--- config.mk ---
export PLATFORM = sky130hd
export DESIGN_NAME = gbs_kernel
export DESIGN_NICKNAME = d
export VERILOG_FILES = /design/src/design/gaussian_blur_3x3_stream_macros.svh /design/src/design/gbs_pkg.sv /design/src/design/gbs_kernel.sv
export SDC_FILE = /design/constraint.sdc
export NUM_CORES = 1
export LEC_CHECK = 0
export BUFFER_PORTS_ARGS = -buffer_cell sky130_fd_sc_hd__buf_2
export CORE_UTILIZATION = 51
export DETAILED_ROUTE_END_ITERATION = 12
export GPL_ROUTABILITY_DRIVEN = 0
export PLACE_DENSITY_LB_ADDON = 0.15
export SLEW_MARGIN = 15
export SYNTH_ARGS = -nofsm -noshare
export SYNTH_HDL_FRONTEND = slang
export SYNTH_SLANG_ARGS = --single-unit
--- constraint.sdc ---
create_clock -name vclk -period 7.2
set_clock_uncertainty 0.15 [all_clocks]
set_input_delay 0 -clock vclk [all_inputs]
set_output_delay 0 -clock vclk [all_outputs]
set_load 0.02 [all_outputs]
--- src/design/gaussian_blur_3x3_stream_macros.svh ---
// Assertion macros shared by the blur stream RTL.
// Needs no other file; included by files that carry concurrent checks.
`ifndef GAUSSIAN_BLUR_3X3_STREAM_MACROS_SVH
`define GAUSSIAN_BLUR_3X3_STREAM_MACROS_SVH

// Same-cycle implication, disabled while reset is asserted
`define GBS_ASSERT_NOW(lbl, clk, rst_n, ante, cons, msg) \
  lbl: assert property (@(posedge clk) disable iff (!rst_n) (ante) |-> (cons)) else $error(msg);

// Next-cycle implication, disabled while reset is asserted
`define GBS_ASSERT_NEXT(lbl, clk, rst_n, ante, cons, msg) \
  lbl: assert property (@(posedge clk) disable iff (!rst_n) (ante) |=> (cons)) else $error(msg);

`endif

--- src/design/gbs_pkg.sv ---
// Package for the 3x3 Gaussian blur stream: widths, types, register codes.
// No dependencies; imported by the interfaces, the kernel and the top module.
`timescale 1ns / 1ps
`default_nettype none

package gbs_pkg;

  localparam int PIXEL_BITS   = 8;
  localparam int MAX_WIDTH    = 1024;
  localparam int HEIGHT_LIMIT = 1024;
  localparam int COL_BITS     = $clog2(MAX_WIDTH);
  localparam int ROW_BITS     = $clog2(HEIGHT_LIMIT);
  localparam int DIM_BITS     = 11;
  localparam int SUM_BITS     = PIXEL_BITS + 4;
  localparam int CFG_IDX_BITS = 2;

  typedef logic [PIXEL_BITS-1:0] pixel_t;
  typedef logic [COL_BITS-1:0]   col_t;
  typedef logic [ROW_BITS-1:0]   row_t;
  typedef logic [DIM_BITS-1:0]   dim_t;
  typedef logic [CFG_IDX_BITS-1:0] cfg_idx_t;

  localparam dim_t WIDTH_RESET  = DIM_BITS'(640);
  localparam dim_t HEIGHT_RESET = DIM_BITS'(480);
  localparam dim_t DIM_MIN      = DIM_BITS'(3);
  localparam dim_t WIDTH_MAX    = DIM_BITS'(MAX_WIDTH);
  localparam dim_t HEIGHT_MAX   = DIM_BITS'(HEIGHT_LIMIT);

  typedef enum logic [CFG_IDX_BITS-1:0] {
    CFG_IMAGE_WIDTH  = CFG_IDX_BITS'(0),
    CFG_IMAGE_HEIGHT = CFG_IDX_BITS'(1)
  } cfg_idx_e;

  // 3x3 neighbourhood, t/m/b rows and l/m/r columns
  typedef struct packed {
    pixel_t tl, tm, tr;
    pixel_t ml, mm, mr;
    pixel_t bl, bm, br;
  } win_t;

  // Clamp a programmed dimension to the supported range
  function automatic dim_t clamp_dim(dim_t v, dim_t hi);
    dim_t r;
    if (v < DIM_MIN) begin
      r = DIM_MIN;
    end else if (v > hi) begin
      r = hi;
    end else begin
      r = v;
    end
    return r;
  endfunction

endpackage

`default_nettype wire

--- src/design/gbs_kernel.sv ---
// 1-2-1 x 1-2-1 weighted sum of a 3x3 window, divided by 16.
// Depends on gbs_pkg for win_t and the pixel widths.
`timescale 1ns / 1ps
`default_nettype none

module gbs_kernel (
  input  wire gbs_pkg::win_t   win_i,
  output gbs_pkg::pixel_t      pixel_o
);

  import gbs_pkg::*;

  logic [SUM_BITS-1:0] corner_sum;
  logic [SUM_BITS-1:0] edge_sum;
  logic [SUM_BITS-1:0] total_sum;

  // Corners weigh 1, edges 2, centre 4
  assign corner_sum = SUM_BITS'(win_i.tl) + SUM_BITS'(win_i.tr)
                    + SUM_BITS'(win_i.bl) + SUM_BITS'(win_i.br);
  assign edge_sum   = SUM_BITS'(win_i.tm) + SUM_BITS'(win_i.ml)
                    + SUM_BITS'(win_i.mr) + SUM_BITS'(win_i.bm);
  assign total_sum  = corner_sum + (edge_sum << 1) + (SUM_BITS'(win_i.mm) << 2);

  // Divide by 16, truncating
  assign pixel_o = total_sum[SUM_BITS-1:4];

endmodule

`default_nettype wire

==> flow_summary_export.csv <==
group,metric,value,unit
status,status,"finished, final reports clean",
final_layout,area_growth,24.2,%
floorplanning,ios,80,
worst_setup_path,worstPathArrival,5530,ps
min_path,hold_path_class,"input pin to output pin",
synthesis,synthesis.nets,352,
timing,max-slew-margin-rel,77.5,%
synthesis,synth.most_common_cell,"inv_1",
timing,worst_slew_pin_slew,335,ps
detailed_routing,viasPerCell,4.64,
final_layout,multiInputGateArea,1570,sq um
final_layout,nNetsFinal,434,
placed_design,numPortBuffers,80,
detailed_routing,first_pass_iters,3,
floorplanning,die_width,62.9,um
worst_setup_path,cp-end-kind,"output pin",
job,cap_violations,0,
timing,fin_crit,5680,ps
floorplanning,rows,21,
timing,slew_violations,0,
synthesis,seq_area_frac_synth,0,%
global_route,grt_overflow,0,
detailed_routing,routed_wl,3.30,mm
timing,hold_viol,0,
synthesis,netlist.area_leader.share,47.6,%
worst_setup_path,crit_required,7050,ps
synthesis,yosys-top-cells-count,"inv_1, fa_1, ha_1, nor2_1, xor2_1",
global_route,grt_pass1_vias,1589,
floorplanning,die_h,62.9,um
clock_network,ctsResizeCount,0,
detailed_routing,vias,1570,
synthesis,synth_warnings,0,
detailed_routing,ant_nets,0,
floorplanning,floorplan.initialDensity,55.0,%
worst_setup_path,cp-startpoint,"win_i[9]",
final_layout,num_antenna_cells,0,
timing,max_freq,176,MHz
synthesis,synth_area_leader_cell,"fa_1",
clock_network,cts_hold_buf,0,
clock_network,postCtsSetupRepairBufs,0,
final_layout,seq_cell_count,0,
global_route,antenna_found_initial,0,
min_path,worstHoldStart,"win_i[64]",
synthesis,netlist_area,1890,sq um
global_route,track_usage,18.4,%
final_layout,layout-drive-gt1-share,28.1,%
timing,finalCritPeriodShare,78.9,%
timing,rsz0062_at_grt,"false",
synthesis,syn_inst,212,
final_layout,regArea,0,sq um
synthesis,synthTopCellsByArea,"fa_1, inv_1, ha_1",
detailed_routing,dr.first_iter.drc_count,26,
placed_design,dp_hpwl,3.24,mm
floorplanning,core,3440,sq um
global_route,grt_max_degree,6,
detailed_routing,remaining_drc_errors,0,
worst_setup_path,path_max_fanout,4,
placed_design,pre_cts_slack,1540,ps
worst_setup_path,crit_type,"input pin to output pin",
worst_setup_path,start_kind,"input pin",
global_route,grt_pass1_wl,6.02,mm
final_layout,clockBufferCount,0,
timing,fin_ws,1520,ps
synthesis,syn_avg_cell_area,8.93,sq um
timing,finalSetupTns,0,ps
final_layout,finish.utilization,68.3,%
synthesis,ys_types,28,
detailed_routing,wire_per_inst,9.76,um
timing,setup_violations,0,
floorplanning,dieArea,3960,sq um
final_layout,n_fill_cell,309,
==> per-stage QoR <==
stage | instance area (sq um) | cells | hold WS, ps
global route | 2350 | 338 | 343
global placement | 2350 | 338 | 306
CTS | 2350 | 338 | 307
detailed placement | 2350 | 338 | 307
floorplan | 1890 | 212 | 136
finish | 2350 | 338 | 312
==> layout by cell type, fill, tap and decap left out, drive strengths merged <==
master	count
a211o	1
a211oi	2
a21boi	1
a21o	1
a21oi	6
a221o	1
a311o	1
a31o	1
a31oi	2
and3	2
and3b	1
and4	1
buf	80
fa	45
ha	23
inv	86
nand2	2
nand4	2
nor2	8
nor2b	2
nor3	3
o211ai	1
o21a	1
o21ai	4
o311a	1
or2	1
or4	1
xnor2	4
xor2	8
==> layout make-up <==
cell class | count | share of cell area, %
inverters | 86 | 13.7
repair buffers | 80 | 17.0
multi-input cells | 126 | 66.8
well taps | 46 | 2.45
==> worst max-delay path, cell delays in order <==
cell      delay, ps
buf_2            80
inv_1            40
fa_1            560
fa_1            420
inv_1            60
ha_1            170
inv_1            60
fa_1            400
nor2b_1         130
o21ai_0         110
a21boi_0        330
o21ai_0         170
a21oi_1         190
ha_1            260
ha_1            280
inv_1            50
fa_1            530
inv_1            40
ha_1            340
o21ai_0         250
nor2_1           80
or4_1           420
a31oi_1         220
xor2_1          160
buf_2           180
==> worst paths after layout <==
kind	end	slack [ps]	depth (start not counted)
max	pixel_o[7]	1520	25
min	pixel_o[0]	310	4
==> layer usage <==
layer / up-vias / part of all wire [%] / global-route usage, % / wire length (um)
li1: 788 / - / - / -
met1: 736 / 41 / 24.7 / 1360
met2: 46 / 54 / 34.4 / 1770
met5: - / 0 / 0 / 0
met4: 0 / 0 / 0 / 0
met3: 0 / 5.0 / 0.730 / 165
==> logic make-up after synthesis <==
family	share of synthesized area, %
buf+inv	17.1
fa+ha+maj	62.8
compound gates	8.20
simple gates	6.41
xor+xnor	5.55
Power is left out: the tool's default activity adds up to more than one toggle a clock period on the data nets, which glitch-free logic cannot reach.
